**src/rtl/sdc_pkg.sv**
```systemverilog
// shared types, constants and helpers for the seed diagonal clusterer
package sdc_pkg;

    // field widths
    localparam int DIAG_W    = 36;
    localparam int POS_W     = 35;
    localparam int LEN_W     = 16;
    localparam int SCORE_W   = 20;
    localparam int IDX_W     = 16;
    localparam int SIZE_W    = 17;
    localparam int REG_W     = 16;
    localparam int CFG_IDX_W = 1;

    // stream widths
    localparam int S_DATA_W  = 56;
    localparam int M_DATA_W  = 88;

    // threshold constants
    localparam logic [SCORE_W-1:0] THR_CAP  = SCORE_W'(50);
    localparam logic [SCORE_W-1:0] THR_STEP = SCORE_W'(50);
    localparam logic [REG_W-1:0]   RL_CAP   = REG_W'(250);
    // floor(v / 5) = (v * 205) >> 10 for v below 256
    localparam logic [9:0]         DIV5_MUL   = 10'd205;
    localparam int                 DIV5_SHIFT = 10;

    // saturation limits
    localparam logic [SCORE_W-1:0] SCORE_MAX = {SCORE_W{1'b1}};
    localparam logic [SIZE_W-1:0]  SIZE_MAX  = {SIZE_W{1'b1}};

    // result queue
    localparam int FIFO_DEPTH = 4;
    localparam int PTR_W      = $clog2(FIFO_DEPTH);
    localparam int CNT_W      = $clog2(FIFO_DEPTH + 1);

    // register indexes
    localparam logic [CFG_IDX_W-1:0] REG_READ_LENGTH = 1'd0;
    localparam logic [CFG_IDX_W-1:0] REG_MAX_GAP     = 1'd1;

    // one result transaction
    typedef struct packed {
        logic                 cand_valid;
        logic [POS_W-1:0]     pos_diff;
        logic [SCORE_W-1:0]   score;
        logic [IDX_W-1:0]     first_index;
        logic [SIZE_W-1:0]    count;
        logic                 list_done;
    } result_t;

    // results produced by one accepted seed
    typedef struct packed {
        logic [1:0] num;
        result_t    slot1;
        result_t    slot0;
    } push_t;

    // start threshold min(floor(read_length / 5), 50)
    function automatic logic [SCORE_W-1:0] start_threshold(input logic [REG_W-1:0] rl);
        logic [17:0] prod;
        logic [SCORE_W-1:0] res;
        prod = {10'd0, rl[7:0]} * {8'd0, DIV5_MUL};
        if (rl >= RL_CAP)
            res = THR_CAP;
        else
            res = SCORE_W'(prod[17:DIV5_SHIFT]);
        return res;
    endfunction

endpackage

```
**src/rtl/sdc_cluster_core.sv**
```systemverilog
// cluster state and the per-seed join, close and threshold logic
module sdc_cluster_core (
    input  logic                            clk,
    input  logic                            rst_n,
    input  logic                            accept,
    input  logic [sdc_pkg::DIAG_W-1:0]      pos_diff,
    input  logic [sdc_pkg::LEN_W-1:0]       seed_length,
    input  logic                            end_of_list,
    input  logic                            cfg_we,
    input  logic [sdc_pkg::CFG_IDX_W-1:0]   cfg_index,
    input  logic [sdc_pkg::REG_W-1:0]       cfg_wdata,
    output sdc_pkg::push_t                  push
);
    import sdc_pkg::*;

    logic                 open_reg;
    logic [POS_W-1:0]     last_diag_reg;
    logic [POS_W-1:0]     first_diag_reg;
    logic [SCORE_W-1:0]   score_reg;
    logic [IDX_W-1:0]     start_reg;
    logic [SIZE_W-1:0]    size_reg;
    logic [IDX_W-1:0]     index_reg;
    logic [SCORE_W-1:0]   thr_reg;
    logic [SCORE_W-1:0]   start_thr_reg;
    logic [REG_W-1:0]     max_gap_reg;

    logic                 seed_neg;
    logic [POS_W-1:0]     d_pos;
    logic signed [DIAG_W-1:0] diff;
    logic                 join_c;
    logic [SCORE_W:0]     sum;
    logic [SCORE_W-1:0]   sum_sat;
    logic                 close1;
    logic                 close2;
    logic [SCORE_W-1:0]   thr_a;
    logic [SCORE_W-1:0]   thr_next;
    logic                 open_a;
    logic [POS_W-1:0]     first_a;
    logic [POS_W-1:0]     last_a;
    logic [SCORE_W-1:0]   score_a;
    logic [IDX_W-1:0]     start_a;
    logic [SIZE_W-1:0]    size_a;
    result_t              res_old;
    result_t              res_new;
    result_t              res_empty;

    // join test against the last member
    always_comb
    begin
        seed_neg = pos_diff[DIAG_W-1];
        d_pos    = pos_diff[POS_W-1:0];
        diff     = $signed({1'b0, d_pos}) - $signed({1'b0, last_diag_reg});
        join_c   = open_reg && ((diff == '0) ||
                   (diff < $signed({{(DIAG_W-REG_W){1'b0}}, max_gap_reg})));
        sum      = {1'b0, score_reg} + {{(SCORE_W+1-LEN_W){1'b0}}, seed_length};
        sum_sat  = sum[SCORE_W] ? SCORE_MAX : sum[SCORE_W-1:0];
    end

    // seed step: join, or close and restart; a negative pos_diff leaves the cluster as is
    always_comb
    begin
        open_a  = open_reg;
        first_a = first_diag_reg;
        last_a  = last_diag_reg;
        score_a = score_reg;
        start_a = start_reg;
        size_a  = size_reg;
        close1  = 1'b0;
        thr_a   = thr_reg;
        if (!seed_neg) begin
            if (join_c) begin
                score_a = sum_sat;
                size_a  = (size_reg == SIZE_MAX) ? size_reg : size_reg + 1'b1;
                last_a  = d_pos;
            end else begin
                close1 = open_reg && (score_reg > thr_reg);
                if (close1 && ({1'b0, score_reg} > {1'b0, thr_reg} + {1'b0, THR_STEP}))
                    thr_a = score_reg - THR_STEP;
                open_a  = 1'b1;
                first_a = d_pos;
                last_a  = d_pos;
                score_a = SCORE_W'(seed_length);
                start_a = index_reg;
                size_a  = SIZE_W'(1);
            end
        end
    end

    // end of list close
    always_comb
    begin
        close2   = end_of_list && open_a && (score_a > thr_a);
        thr_next = thr_a;
        if (close2 && ({1'b0, score_a} > {1'b0, thr_a} + {1'b0, THR_STEP}))
            thr_next = score_a - THR_STEP;
    end

    // result slots
    always_comb
    begin
        res_old   = '{cand_valid: 1'b1, pos_diff: first_diag_reg, score: score_reg,
                      first_index: start_reg, count: size_reg, list_done: 1'b0};
        res_new   = '{cand_valid: 1'b1, pos_diff: first_a, score: score_a,
                      first_index: start_a, count: size_a, list_done: 1'b0};
        res_empty = '0;
        res_empty.list_done = 1'b1;

        push.slot1 = res_new;
        push.slot1.list_done = end_of_list;
        if (close1) begin
            push.slot0 = res_old;
            push.slot0.list_done = end_of_list && !close2;
        end else if (close2) begin
            push.slot0 = res_new;
            push.slot0.list_done = 1'b1;
        end else begin
            push.slot0 = res_empty;
        end

        if (!accept)
            push.num = 2'd0;
        else if (close1 && close2)
            push.num = 2'd2;
        else if (close1 || close2 || end_of_list)
            push.num = 2'd1;
        else
            push.num = 2'd0;
    end

    // state registers
    always_ff @(posedge clk or negedge rst_n)
    begin
        if (!rst_n) begin
            open_reg       <= 1'b0;
            last_diag_reg  <= '0;
            first_diag_reg <= '0;
            score_reg      <= '0;
            start_reg      <= '0;
            size_reg       <= '0;
            index_reg      <= '0;
            thr_reg        <= start_threshold(REG_W'(150));
            start_thr_reg  <= start_threshold(REG_W'(150));
            max_gap_reg    <= REG_W'(5);
        end else begin
            if (accept) begin
                last_diag_reg  <= last_a;
                first_diag_reg <= first_a;
                score_reg      <= score_a;
                start_reg      <= start_a;
                size_reg       <= size_a;
                if (end_of_list) begin
                    open_reg  <= 1'b0;
                    index_reg <= '0;
                end else begin
                    open_reg  <= open_a;
                    index_reg <= index_reg + 1'b1;
                end
            end
            // threshold: a read_length write reloads it at once
            if (cfg_we && (cfg_index == REG_READ_LENGTH))
                thr_reg <= start_threshold(cfg_wdata);
            else if (accept)
                thr_reg <= end_of_list ? start_thr_reg : thr_next;
            // configuration writes
            if (cfg_we) begin
                case (cfg_index)
                    REG_READ_LENGTH:
                    begin
                        start_thr_reg <= start_threshold(cfg_wdata);
                    end
                    REG_MAX_GAP:
                    begin
                        max_gap_reg <= cfg_wdata;
                    end
                    default:
                    begin
                    end
                endcase
            end
        end
    end

endmodule

```
**src/rtl/sdc_result_fifo.sv**
```systemverilog
// small result queue taking up to two results per cycle
module sdc_result_fifo (
    input  logic              clk,
    input  logic              rst_n,
    input  sdc_pkg::push_t    push,
    output logic              space,
    output logic              out_valid,
    input  logic              out_ready,
    output sdc_pkg::result_t  out_data
);
    import sdc_pkg::*;

    result_t            mem [FIFO_DEPTH];
    logic [PTR_W-1:0]   wr_ptr_reg;
    logic [PTR_W-1:0]   rd_ptr_reg;
    logic [CNT_W-1:0]   count_reg;
    logic [CNT_W-1:0]   count_next;
    logic               pop;

    assign space     = (count_reg <= CNT_W'(FIFO_DEPTH - 2));
    assign out_valid = (count_reg != '0);
    assign out_data  = mem[rd_ptr_reg];
    assign pop       = out_valid && out_ready;

    always_comb
    begin
        count_next = count_reg + CNT_W'(push.num) - CNT_W'(pop);
    end

    // storage
    always_ff @(posedge clk)
    begin
        if (push.num != 2'd0)
            mem[wr_ptr_reg] <= push.slot0;
        if (push.num == 2'd2)
            mem[wr_ptr_reg + 1'b1] <= push.slot1;
    end

    // pointers and fill level
    always_ff @(posedge clk or negedge rst_n)
    begin
        if (!rst_n) begin
            wr_ptr_reg <= '0;
            rd_ptr_reg <= '0;
            count_reg  <= '0;
        end else begin
            wr_ptr_reg <= wr_ptr_reg + PTR_W'(push.num);
            if (pop)
                rd_ptr_reg <= rd_ptr_reg + 1'b1;
            count_reg <= count_next;
        end
    end

endmodule

```
**src/rtl/seed_diagonal_clusterer.sv**
```systemverilog
// top level of the seed diagonal clusterer
// the results of an accepted seed are written into the result queue as it is accepted
// throughput: one seed per cycle while s_tready is high; a seed that closes two clusters
//   puts two results into a four-entry queue, which drains one per cycle under m_tready
// s_tready is low while the queue holds more than two results
// reset: asynchronous active low; clears cluster state, loads max_gap 5 and the start
//   threshold that matches read_length 150; no clearing pass
module seed_diagonal_clusterer (
    input  logic                            clk,
    input  logic                            rst_n,
    // input seeds
    input  logic                            s_tvalid,
    output logic                            s_tready,
    input  logic [sdc_pkg::S_DATA_W-1:0]    s_tdata,  // pos_diff[35:0], seed_length[51:36]
    input  logic                            s_tlast,  // end_of_list
    // result transactions
    output logic                            m_tvalid,
    input  logic                            m_tready,
    output logic [sdc_pkg::M_DATA_W-1:0]    m_tdata,  // candidate_pos_diff[34:0],
                                                      // candidate_score[54:35],
                                                      // first_seed_index[70:55],
                                                      // seed_count[87:71]
    output logic [0:0]                      m_tuser,  // candidate_valid
    output logic                            m_tlast,  // list_done
    // configuration
    input  logic                            cfg_we,
    input  logic [sdc_pkg::CFG_IDX_W-1:0]   cfg_index,
    input  logic [sdc_pkg::REG_W-1:0]       cfg_wdata
);
    import sdc_pkg::*;

    push_t   push;
    result_t res;
    logic    space;
    logic    accept;

    assign s_tready = space;
    assign accept   = s_tvalid && space;

    sdc_cluster_core u_core (
        .clk         (clk),
        .rst_n       (rst_n),
        .accept      (accept),
        .pos_diff    (s_tdata[DIAG_W-1:0]),
        .seed_length (s_tdata[DIAG_W +: LEN_W]),
        .end_of_list (s_tlast),
        .cfg_we      (cfg_we),
        .cfg_index   (cfg_index),
        .cfg_wdata   (cfg_wdata),
        .push        (push)
    );

    sdc_result_fifo u_fifo (
        .clk       (clk),
        .rst_n     (rst_n),
        .push      (push),
        .space     (space),
        .out_valid (m_tvalid),
        .out_ready (m_tready),
        .out_data  (res)
    );

    // output packing
    assign m_tdata    = {res.count, res.first_index, res.score, res.pos_diff};
    assign m_tuser[0] = res.cand_valid;
    assign m_tlast    = res.list_done;

endmodule

```
**config.mk**
```make
export PLATFORM = sky130hd
export DESIGN_NAME = seed_diagonal_clusterer
export DESIGN_NICKNAME = d
export VERILOG_FILES = /design/src/rtl/sdc_pkg.sv /design/src/rtl/sdc_cluster_core.sv /design/src/rtl/sdc_result_fifo.sv /design/src/rtl/seed_diagonal_clusterer.sv
export SDC_FILE = /design/constraint.sdc
export NUM_CORES = 1
export LEC_CHECK = 0
export BUFFER_PORTS_ARGS = -buffer_cell sky130_fd_sc_hd__buf_4
export CORE_AREA = 2 2 183 319
export CTS_BUF_LIST = sky130_fd_sc_hd__clkbuf_4 sky130_fd_sc_hd__clkbuf_8
export CTS_CLUSTER_SIZE = 30
export DETAILED_ROUTE_END_ITERATION = 8
export DIE_AREA = 0 0 185 321
export PLACE_DENSITY_LB_ADDON = 0.05
export SETUP_SLACK_MARGIN = 0.02
export SYNTH_ARGS = -nofsm -noshare
export SYNTH_HDL_FRONTEND = slang
export SYNTH_SLANG_ARGS = --single-unit
```
**constraint.sdc**
```tcl
create_clock -name clk -period 18.78 [get_ports clk]
set_input_delay 0.939 -clock clk [delete_from_list [all_inputs] [get_ports clk]]
set_output_delay 0.939 -clock clk [all_outputs]
set_load 0.02 [all_outputs]
```
### Yosys cells after proc, flatten, opt, wreduce, memory -nomap -nowiden

Memories as Yosys holds them, arrays and structs flattened.
Index checks and enable logic that the tools add are counted.

* register bits after elaboration: 203
* bits in latches: 0
* RAM bits: 360
* ROM bits: 0
* output and inout bits: 92
* word-level logic and storage cells: 94
* memories kept: 1

* $add $sub $neg: 13
* $mul: 1
* divide/modulo/power cells: 0
* $lt $le $gt $ge: 7
* eq/ne operators: 2
* shift-type cells: 0
* mux-type cells: 33
* bitwise logic cells: 2
* reductions and logical operators: 22

Memories
* u_fifo.mem: words 4, width 90, rd ports 1, clocked after memory_dff 0, write ports 2, RTL line sdc_result_fifo.sv:13 `result_t mem [FIFO_DEPTH];`

Operator list (count)
* $mux W20: 10
* $mux W90: 2
* $mux W35: 2
* $mux W17: 3
* $mux W16: 3
* $add A20 B6 Y21 const B: 2
* $gt A20 B21 Y1: 2
* $gt A20 B20 Y1: 2
* $sub A20 B6 Y20 const B: 2
* $logic_not A36 Y1: 1
* $lt A36 B17 Y1: 1
* $sub A35 B35 Y36: 1
* $add A20 B16 Y21: 1
* $add A17 B1 Y17 const B: 1
* $eq A17 B17 Y1 const B: 1
* $add A16 B1 Y16 const B: 1
* $ge A16 B8 Y1 const B: 1
* $mul A8 B8 Y16 const B: 1
* $logic_and A1 B1 Y1: 11
* $mux W1: 10
* $mux W6: 1
* $reduce_and A2 Y1: 3
* $add A2 B1 Y2 const B: 2
* $mux W2: 2
* other kinds (10): 14

### Logic depth before layout (Yosys ltp)

Gate-level depths: netlist of run 1.

* word-level depth: 16
* mapped depth: 42
* mapped depth without buffers: 38

### Cells and area by module

A second synthesis of run 1 with hierarchy kept.

* cells, all modules: 3105
* area total of the unflattened synthesis: 35661.7 um2

Modules (own cells, without submodules)
* sdc_cluster_core: times used 1, cells each 2193, area an instance 17849.6 um2, sequential area each 4566.9 um2
* sdc_result_fifo: times used 1, cells each 911, area an instance 17805.8 um2, sequential area each 10985.5 um2
* seed_diagonal_clusterer: times used 1, cells each 1, area an instance 6.3 um2, sequential area each 0.0 um2

### Worst setup path before layout of run 1

No wires, ideal clock.

* kind: input-to-reg
* start: input port s_tdata[0] in the netlist's numbering
* end: memory u_fifo.mem[2][0] in the netlist's numbering (enable)
* library setup time: 660 ps
* arrival: 13077 ps
* required time: 18120 ps
* slack: 5044 ps
* stages on the path: 32
* buffers on the path: 2
* cells stage by stage: inv_1 > ha_1 > fa_1 > nand2b_1 > a21oi_1 > mux2i_1 > nand2_1 > ha_1 > nand4_1 > o211ai_1 > o221ai_1 > a21oi_1 > o221ai_1 > o2111ai_1 > nor4_1 > a21boi_0 > nor2_1 > clkbuf_1 > a31oi_1 > mux2_2 > ha_1 > a21o_1 > a21o_1 > a21oi_1 > o21ai_0 > a41o_1 > a31oi_1 > or3_1 > clkbuf_1 > nor2_1 > inv_1 > o21ai_0

RTL lines
* start: declaration: RTL line seed_diagonal_clusterer.sv:14 `input logic [sdc_pkg::S_DATA_W-1:0] s_tdata,`
* end: declaration: RTL line sdc_result_fifo.sv:13

==> results.md, run 1 <==
* Slew headroom at 8.94%
* Most common cell on crit path: buf_4
* Clk root buf: clkbuf_8
* Final WS setup at 8.32 ns
* H-tree Lvls at 3
* Ys flop type: edfxtp_1
* Skew-Pair Late Insertion Delay at 0.74 ns
* Clock period minus worst slack at 10.46 ns
* Post-synthesis area per instance at between 10 and 15 sq um
* Global Route Usage Sum at 34.0%
* F_max at 95.6 MHz
* Layout filler cell count at 4456
* #FFs+latches synth at 549
* CP top delay family: compound AO/OA/AOI/OAI gates
* Post-detail-place hpwl at 66.8 mm
* Cts hold-fix bufs at 0
* Worst-margin pin slew at 1.37 ns
* CTS sink count at 549
* Avg Vias per Cell at 6.65
* Worst-path cell with the longest stage delay: mux2i_1
* Final-report max-slew violation count at 0
* Hold Fails Final Rpt at 0
* Post-route ant nets at 0
* RSZ-0062 raised after global routing: no
* Kind of critical path: input pin to register
* Largest net degree at the start of global routing at 72
* Status: finished clean
* Post-CTS setup buffers at 0
* 1st-pass router iterations at 6
* Syn nets at 3316
* Final non-filler cell total at 3964
* I/O pins at 171
* Cell count after synthesis at between 3000 and 4000
* TNS Setup at 0 ns
* Core Area at 56900 sq um
* Iter 0 DRT Violations at between 2000 and 2500
* GP Congestion at between 0.9 and 1
* WL final at 100 mm
* Area grow syn2layout at 11.0%
* Leak pwr at 14.8 nW
* Starting Density at 59.4%
* Die width at 185 um
* Post-CTS resize count at 0
* Share of synthesized registers carrying an async set or reset at 34.4%
* Die height at 321 um
* Placed instance count at around 3800
* EDFF count, synth at 356
* Gr ovfl total at 0
* Period utilization at about 56%
* Netlist cell types at 83
* Required time worst endpoint at 19.23 ns
* Power per cell area at 155 nW/um^2
* Worst path arrival time at 10.90 ns
* CP max FO at 38
* Layout cell share with drive strength beyond 1 at 18.6%
* Clock slew at reported path FFs at 0.07 ns
* Site Rows at 116
* Critical path capture point type: register
* Worst VDD drop at just under 0.1 mV
* Vias in the first global route at 26800
* Mapped Area at approximately 34000 sq um
* HP Class: input pin to async pin
* Wirelength per Cell at 25.3 um
* Startpoint type of the worst setup path: input pin
* CP peak stage delay at approximately 0.7 ns
* Buf/Inv on CP at 5
* Layout Nets at between 3000 and 4000
* Register area share after synthesis at between 40% and 50%
* Hold slack at 0.185 ns
* CTS buffer count at 82
* Final core area utilization at 65.9%
* Die area at 59400 sq um
* Ys Warns at 0
* Routed vias at 26400
* Post-Place Worst Slack at 7.75 ns
* Initial antenna violation count at 1
* Number of port buffers at ~170
* CTS tree: yes
* DR DRC count at 0
* First-pass GRT wire length at 152 mm
* Clk_skew at 0.0531 ns
* Clock Path Buffers at 3
* Max_cap viols at 0
* Finish-stage setup viols at 0
* Max reg flops at 360
cell families (layout without fill, tap and decap cells):
family                   Yosys count  count (layout)  share of synthesized area [%]
AO/OA/AOI/OAI                    872             872                           18.7
AND/OR/NAND/NOR                  718             718                           10.7
flip-flops                       549             549                           45.9
buffers and inverters            377             548                           4.36
adder cells (fa/ha/maj)          212             212                           8.16
multiplexers                     204             204                           9.72
XOR/XNOR                          93              93                           2.41
other                              0               1                              0
report_power, final:
group / switching [mW] / internal, mW / leakage (nW)
logic: 1.88 / 1.22 / 8.15
clock network: 0.495 / 0.544 / 0.905
registers: 0.194 / 1.49 / 5.75
total: 2.57 / 3.25 / 14.8
final timing paths:
kind	startpoint	endpoint	slack, ns	cells after the start
min in group clk	cfg_wdata[12]	u_core.max_gap_reg[12]$_DFFE_PN0P_	0.47	2
max	s_tdata[0]	u_fifo.mem[0][83]$_DFFE_PP_	8.32	33
min reg2reg	u_core.start_thr_reg[3]$_DFFE_PN1P_	u_core.start_thr_reg[3]$_DFFE_PN1P_	0.48	2
min	rst_n	u_core.score_reg[5]$_DFFE_PN0P_	0.19	1
max reg2reg	u_core.last_diag_reg[0]$_DFFE_PN0P_	u_fifo.mem[0][83]$_DFFE_PP_	8.39	31
max in group asynchronous	rst_n	u_fifo.rd_ptr_reg[1]$_DFFE_PN0P_	16.32	3
metrics by stage:
stage               total power [mW]  instance area (sq um)
CTS                             5.81                  37500
global route                    6.17                  37500
detailed placement              4.76                  35800
global placement                4.68                  35800
floorplan                       3.77                  33800
finish                          5.82                  37500
Yosys cell counts, types with 11 or more instances:
cell      number  area, sq um
o21bai_1      11         82.6
nor4_1        19          119
clkbuf_1     149          559
nand2b_1      25          156
a21oi_1      135          676
mux2i_1       21          210
fa_1          14          280
or4_1         11         82.6
o221ai_1      14          123
a22o_1       294         2570
a211oi_1      18          135
nor2_1       142          533
inv_1        169          634
and3_1        19          119
o22ai_1       12         75.1
ha_1         198         2480
buf_2         44          220
a21o_1        41          308
nand4_1       40          250
dfrtp_1      179         4480
a21boi_0      18          135
nor2b_1       23          144
or3_1         17          106
o21a_1        16          120
xnor2_1       56          490
o21ai_0      145          726
xor2_1        37          324
o211ai_1      26          195
mux4_2        90         2030
nand3_1       71          355
nand2_1      175          657
edfxtp_1     356        10700
a31oi_1       41          257
buf_1         14         52.6
nor3_1        58          290
mux2_2        93         1050
and4_1        11         96.3
and2_1        77          482
layout make-up:
class	instances	area [sq um]	share of cell area [%]
Antenna cell	1	2.50	0.00667
Clock buffer	112	1400	3.73
Clock inverter	39	327	0.871
Inverter	169	634	1.69
Multi-Input combinational cell	2099	16900	45.2
Sequential cell	549	15500	41.4
Tap cell	767	960	2.56
Timing Repair Buffer	228	1720	4.58
layout by cell type (no fill, tap or decap), types with 21 or more instances in the layout:
cell type  synthesis  routed
a22o_1           294     294
nor3_1            58      55
nand4_1           40      40
nor2_1           142     137
mux2i_1           21      21
clkbuf_8           0      90
clkbuf_4           0      23
mux2_2            93      93
a31oi_1           41      41
and2_1            77      77
ha_1             198     198
o21ai_0          145     144
xnor2_1           56      56
a21oi_1          135     134
xor2_1            37      37
buf_4              0     227
nand3_1           71      71
nor2b_1           23      22
edfxtp_1         356     356
nand2b_1          25      25
o211ai_1          26      26
inv_1            169     169
nand2_1          175     174
a21o_1            41      41
mux4_2            90      90
dfrtp_1          179     177
metal layers:
layer | routed length, um | GRT usage [%] | up-vias | share of wire, %
li1 | - | - | 11800 | -
met1 | 36500 | 38.9 | 13100 | 36
met2 | 52100 | 60.4 | 1152 | 52
met3 | 6620 | 5.71 | 288 | 6.6
met4 | 5200 | 18.3 | 0 | 5.2
met5 | 0 | 0 | - | 0
Note: power is estimated with default switching activity, not from simulation.
==> run 2: changes to the inputs <==
Settings changed: CORE_AREA 2 2 183 319 to 2 2 186 325, DIE_AREA 0 0 185 321 to 0 0 188 327.
Clock period 18.78 ns to 9.4 ns, I/O delays scaled along.
==> results.md, run 2 (synthesized netlist as in run 1, its figures left out) <==
* Cells on worst reg2reg path at 36 (was 31)
* Max reg flops at 360 (unchanged)
* Gr ovfl total at 0 (unchanged)
* Layout filler cell count at 4637 (was 4456)
* Met1 WL at 36.6 mm (was 36.5 mm)
* Clk_skew at 0.0545 ns (was 0.0531 ns)
* Hold Fails Final Rpt at 0 (unchanged)
* Largest net degree at the start of global routing at 74 (was 72)
* Most frequent cells in the layout: 356 x edfxtp_1, 294 x a22o_1, 250 x buf_4 (was 356 x edfxtp_1, 294 x a22o_1, 227 x buf_4)
* Required time worst endpoint at 9.97 ns (was 19.23 ns)
* 1st-pass router iterations at 7 (was 6)
* Starting Density at 57.3% (was 59.4%)
* R2r startpoint: u_core.last_diag_reg[8]$_DFFE_PN0P_ (was u_core.last_diag_reg[0]$_DFFE_PN0P_)
* Commonest non-fill, non-tap cell in the layout: edfxtp_1 (unchanged)
* Worst-margin pin slew at 1.20 ns (was 1.37 ns)
* WL final at 102 mm (was 100 mm)
* Period utilization at 95.4%
* Worst VDD drop at 0.259 mV (was 0.0965 mV)
* HP Class: input pin to register (was input pin to async pin)
* Die width at 188 um (was 185 um)
* Wirelength per Cell at 25.2 um (was 25.3 um)
* CP top delay family: simple AND/OR/NAND/NOR gates (was compound AO/OA/AOI/OAI gates)
* Power per cell area at 309 nW/um^2 (was 155 nW/um^2)
* Startpoint type of the worst setup path: input pin (unchanged)
* Die area at 61500 sq um (was 59400 sq um)
* Max_cap viols at 0 (unchanged)
* CTS sink count at 549 (unchanged)
* Die height at 327 um (was 321 um)
* Status: finished clean (unchanged)
* Buf/Inv on CP at 8 (was 5)
* Number of port buffers at 166 (unchanged)
* Initial antenna violation count at 2 (was 1)
* Slew headroom at 19.3% (was 8.94%)
* Finished layout cell area at 38400 sq um (was 37500 sq um)
* Final-report max-slew violation count at 0 (unchanged)
* Iter 0 DRT Violations at 1979 (was 2356)
* First-pass GRT wire length at 157 mm (was 152 mm)
* TNS Setup at 0 ns (unchanged)
* Finish-stage setup viols at 0 (unchanged)
* Post-Place Cell Area at 36400 sq um (was 35800 sq um)
* Vias in the first global route at 27800 (was 26800)
* Site Rows at 118 (was 116)
* Wire length on met2 at 53.3 mm (was 52.1 mm)
* Kind of critical path: input pin to register (unchanged)
* Core Area at 58900 sq um (was 56900 sq um)
* Worst path arrival time at 9.54 ns (was 10.90 ns)
* Post-detail-place hpwl at 70.2 mm (was 66.8 mm)
* Clk root buf: clkbuf_8 (unchanged)
* Worst hold start: s_tdata[9]
* Skew-Pair Late Insertion Delay at 0.72 ns (was 0.74 ns)
* Layout Nets at 3479 (was 3420)
* Clock Path Buffers at 3 (unchanged)
* Layout cell share with drive strength beyond 1 at 20.0% (was 18.6%)
* H-tree Lvls at 3 (unchanged)
* Leak pwr at 15.1 nW (was 14.8 nW)
* CTS tree: yes (unchanged)
* CP max FO at 11 (was 38)
* Worst-path cell with the longest stage delay: nor2_1 (was mux2i_1)
* Worst R2R End: u_fifo.mem[3][44]$_DFFE_PP_ (was u_fifo.mem[0][83]$_DFFE_PP_)
* Critical path capture point type: register (unchanged)
* GP Congestion at 0.916 (was 0.928)
* Area grow syn2layout at 13.5% (was 11.0%)
* CP peak stage delay at 0.57 ns (was 0.72 ns)
* Worst hold path endpoint: u_core.last_diag_reg[9]$_DFFE_PN0P_
* Met3 WL at 6.46 mm (was 6.62 mm)
* Worst R2R Setup Slack at 0.54 ns (was 8.39 ns)
* Clock slew at reported path FFs at 0.06 ns (was 0.07 ns)
* I/O pins at 171 (unchanged)
* DR DRC count at 0 (unchanged)
* Max Used Layer: met5 (was met4)
* CTS buffer count at 82 (unchanged)
* Most common cell on crit path: buf_4 (unchanged)
* Routed vias at 26500 (was 26400)
* Global Route Usage Sum at 33.3% (was 34.0%)
* Clock period minus worst slack at 8.97 ns
* Hold Path Depth at 3
* Post-route ant nets at 0 (unchanged)
* RSZ-0062 raised after global routing: no (unchanged)
* F_max at 111 MHz
* Avg Vias per Cell at 6.57 (was 6.65)
## run 2: repair_timing
item / 4_1_cts / 5_1_grt
gates resized for setup: 0 / 5
setup endpoints to repair: 0 / 246
setup buffers: 0 / 1
hold buffers: 12 / 0
hold endpoints to repair: 69 / 0
## run 2: layout make-up
cell class | instances | area, sq um | share of cell area [%]
inverter | 169 | 634 | 1.65
multi-input combinational | 2099 | 17000 | 44.2
clock buffer | 116 | 1430 | 3.74
sequential | 549 | 15500 | 40.5
antenna | 1 | 2.50 | 0.00652
timing repair buffer | 287 | 2480 | 6.47
clock inverter | 37 | 344 | 0.897
tap | 780 | 976 | 2.54
## run 2: worst max-delay path by stage
stage / endpoint / slack (ns) / startpoint / depth (start not counted)
floorplan: u_fifo.mem[2][0]$_DFFE_PP_ / 0.23 / s_tdata[0] / 32
global placement: u_fifo.mem[0][77]$_DFFE_PP_ / 0.25 / s_tdata[0] / 33
detailed placement: u_fifo.mem[1][80]$_DFFE_PP_ / 0.19 / s_tdata[0] / 30
CTS: u_fifo.mem[1][21]$_DFFE_PP_ / 0.40 / s_tdata[8] / 29
global route: u_fifo.mem[0][79]$_DFFE_PP_ / 0.04 / s_tdata[8] / 37
finish: u_fifo.mem[3][44]$_DFFE_PP_ / 0.43 / s_tdata[8] / 37
## run 2: metrics by stage
step	setup slack (ns)	power (mW)	hold slack (ns)	std cells	utilization [%]
final	0.429	11.9	0.0542	4038	65.1
after global routing	0.0354	12.6	0.0506	4038	65.1
after CTS	0.400	11.8	0.000311	4036	65.0
after detailed placement	0.192	9.68	0.463	3871	61.8
after global placement	0.254	9.52	0.449	3871	61.8
after floorplan	0.225	7.52	0.174	3025	-
## run 2: layer usage
| layer | vias up | GRT usage (%) |
|---|---|---|
| met5 | - | 0 |
| met4 | 2 | 19.3 |
| met3 | 315 | 4.83 |
| met2 | 1142 | 60.2 |
| met1 | 13100 | 37.2 |
| li1 | 11900 | - |
## run 2: report_power, final
group / switching [mW] / total, mW / internal [mW]
registers: 0.440 / 3.43 / 2.99
clock network: 0.979 / 2.14 / 1.16
logic: 3.74 / 6.29 / 2.55
total: 5.16 / 11.9 / 6.70
## run 2: worst reg2reg max path, delay by kind of cell (launching register included)
| family | cells | cell delay (ns) |
|---|---|---|
| muxes | 2 | 0.52 |
| AOI/OAI and AO/OA | 15 | 2.54 |
| buffers and inverters | 7 | 1.41 |
| DFF | 1 | 0.33 |
| adders and majority gates | 3 | 1.07 |
| and+or+nand+nor | 9 | 2.85 |
==> run 3: changes to the inputs <==
Clock period 9.4 ns to 7.8 ns, I/O delays scaled along.
==> results.md, run 3 (synthesized netlist as in run 1, its figures left out) <==
* DR DRC count at 0 (unchanged)
* Switching fraction of total power at 43.0% (was 43.5%)
* Clock period minus worst slack at 7.83 ns
* Finish-stage setup viols at 4 (was 0)
* Vias in the first global route at 28800 (was 27800)
* Kind of critical path: register to register (was input pin to register)
* Required time worst endpoint at 8.38 ns (was 9.97 ns)
* Commonest non-fill, non-tap cell in the layout: buf_4 (was edfxtp_1)
* I/O pins at 171 (unchanged)
* Routed vias at 28200 (was 26500)
* Worst VDD drop at 0.315 mV (was 0.259 mV)
* Global Route Usage Sum at 34.6% (was 33.3%)
* Die width at 188 um (unchanged)
* CP top delay family: compound AO/OA/AOI/OAI gates (was simple AND/OR/NAND/NOR gates)
* Die area at 61500 sq um (unchanged)
* Hold Fails Final Rpt at 0 (unchanged)
* Wirelength per Cell at 24.9 um (was 25.2 um)
* Worst-margin pin slew at 1.39 ns (was 1.20 ns)
* Logic gate share of total power at 58.0% (was 53.0%)
* Layout filler cell count at 4293 (was 4637)
* GP Congestion at 0.993 (was 0.916)
* Initial antenna violation count at 1 (was 2)
* Clock Path Buffers at 3 (unchanged)
* Final WS setup at -0.0314 ns (was 0.429 ns)
* Starting Density at 57.3% (unchanged)
* Slew headroom at 6.49% (was 19.3%)
* Core Area at 58900 sq um (unchanged)
* Number of port buffers at 166 (unchanged)
* Worst-path cell with the longest stage delay: or4_4 (was nor2_1)
* Final-report max-slew violation count at 0 (unchanged)
* Switching power at 6.81 mW (was 5.16 mW)
* Site Rows at 118 (unchanged)
* Status: finished with violations (was finished clean)
* Final non-filler cell total at 4362 (was 4038)
* Avg Vias per Cell at 6.46 (was 6.57)
* WL final at 108 mm (was 102 mm)
* Clk root buf: clkbuf_8 (unchanged)
* H-tree Lvls at 3 (unchanged)
* Post-detail-place hpwl at 75.5 mm (was 70.2 mm)
* Gr ovfl total at 0 (unchanged)
* Power per cell area at 377 nW/um^2 (was 309 nW/um^2)
* Final core area utilization at 71.3% (was 65.1%)
* Max reg flops at 360 (unchanged)
* Area grow syn2layout at 24.3% (was 13.5%)
* Most common cell on crit path: buf_4 (unchanged)
* CTS sink count at 549 (unchanged)
* Post-Place Worst Slack at -0.816 ns (was 0.192 ns)
* Largest net degree at the start of global routing at 91 (was 74)
* Hold slack at 0.0542 ns (about the same)
* Clk_skew at 0.0407 ns (was 0.0545 ns)
* Worst path arrival time at 8.41 ns (was 9.54 ns)
* Startpoint type of the worst setup path: register (was input pin)
* Leak pwr at 16.8 nW (was 15.1 nW)
* CTS tree: yes (unchanged)
* Internal at 9.02 mW (was 6.70 mW)
* Clock power share at 15.7% (was 18.0%)
* Post-route ant nets at 0 (unchanged)
* CP max FO at 5 (was 11)
* F_max at ~130 MHz
* Placed instance count at 4136 (was 3871)
* Period utilization at 100%
* Die height at 327 um (unchanged)
* Most frequent cells in the layout: 514 x buf_4, 356 x edfxtp_1, 294 x a22o_1 (was 356 x edfxtp_1, 294 x a22o_1, 250 x buf_4)
* Critical path capture point type: register (unchanged)
* CP peak stage delay at 0.57 ns (about the same)
* TNS Setup at -0.0770 ns (was 0 ns)
* 1st-pass router iterations at 6 (was 7)
* Layout cell share with drive strength beyond 1 at 29.2% (was 20.0%)
* Layout Nets at 3804 (was 3479)
* Max_cap viols at 0 (unchanged)
* Buf/Inv on CP at 8 (unchanged)
* Failing checks: setup timing
* HP Class: input pin to register (unchanged)
* CTS buffer count at 80 (was 82)
* First-pass GRT wire length at 162 mm (was 157 mm)
* Seq pwr share at 26.3% (was 28.9%)
* RSZ-0062 raised after global routing: yes (was no)
* Iter 0 DRT Violations at 1895 (was 1979)
* Clock slew at reported path FFs at 0.07 ns (was 0.06 ns)
* Skew-Pair Late Insertion Delay at 0.70 ns (was 0.72 ns)
run 3: changes by cell type in the layout (fill, tap and decap cells not counted), sizes merged:
cell / previous run / this run
clkinv: 25 / 32
clkinvlp: 3 / 4
buf: 274 / 574
dlygate4sd3: 12 / 35
bufinv: 6 / 5
clkbuf: 117 / 111
run 3: power by group through the flow:
stage | registers [mW] | logic, mW | clock network [mW]
global placement | 4.16 | 8.23 | 0
global route | 4.21 | 9.86 | 2.64
floorplan | 3.90 | 5.19 | 0
detailed placement | 4.20 | 8.37 | 0
finish | 4.16 | 9.19 | 2.49
CTS | 4.14 | 8.65 | 2.53
run 3: path summary, 6_finish.rpt:
check	depth (start not counted)	endpoint	slack (ns)	start
worst max-delay path	38	u_core.thr_reg[9]$_DFFE_PN0P_	-0.03	u_core.last_diag_reg[4]$_DFFE_PN0P_
worst min-delay path	3	u_core.max_gap_reg[6]$_DFFE_PN0P_	0.05	cfg_wdata[6]
worst max register to register	38	u_core.thr_reg[9]$_DFFE_PN0P_	-0.03	u_core.last_diag_reg[4]$_DFFE_PN0P_
worst min register to register	2	u_core.start_thr_reg[3]$_DFFE_PN1P_	0.47	u_core.start_thr_reg[3]$_DFFE_PN1P_
max in group asynchronous	3	u_core.start_reg[12]$_DFFE_PN0P_	6.07	rst_n
min in group asynchronous	2	u_core.max_gap_reg[5]$_DFFE_PN0P_	0.30	rst_n
run 3: worst min-delay path, cell delays in order:
cell     delay, ns
buf_4         0.14
inv_1         0.07
o21ai_0       0.08
run 3: routing by layer:
layer	vias to the layer above	global-route usage (%)	wire length [um]
li1	12600	-	-
met1	14000	38.5	38500
met2	1221	62.5	56700
met3	344	4.86	6510
met4	0	20.6	6740
met5	-	0	0
run 3: area by class of cell:
| cell class | count | area [sq um] | area share (%) |
|---|---|---|---|
| multi-input cells | 2099 | 17700 | 42.1 |
| flip-flops and latches | 549 | 15500 | 37.0 |
| repair buffers | 614 | 5460 | 13.0 |
| clock buffers | 106 | 1350 | 3.21 |
| well taps | 780 | 976 | 2.32 |
| inverters | 169 | 634 | 1.51 |
| clock inverters | 44 | 357 | 0.849 |
| diodes | 1 | 2.50 | 0.00596 |
run 3: repair_timing:
item,in CTS,in global routing
gates resized for setup,49,104
cloned,1,4
buffers inserted,6,30
endpoints found under the setup margin,663,721
pin swaps,31,59
hold buffers,35,0
endpoints found under the hold margin,136,0
run 3: metrics by stage:
| stage | instance area [sq um] | power, mW |
|---|---|---|
| finish | 42000 | 15.8 |
| global route | 42000 | 16.7 |
| CTS | 41100 | 15.3 |
| detailed placement | 38700 | 12.6 |
| global placement | 38700 | 12.4 |
| floorplan | 33900 | 9.10 |
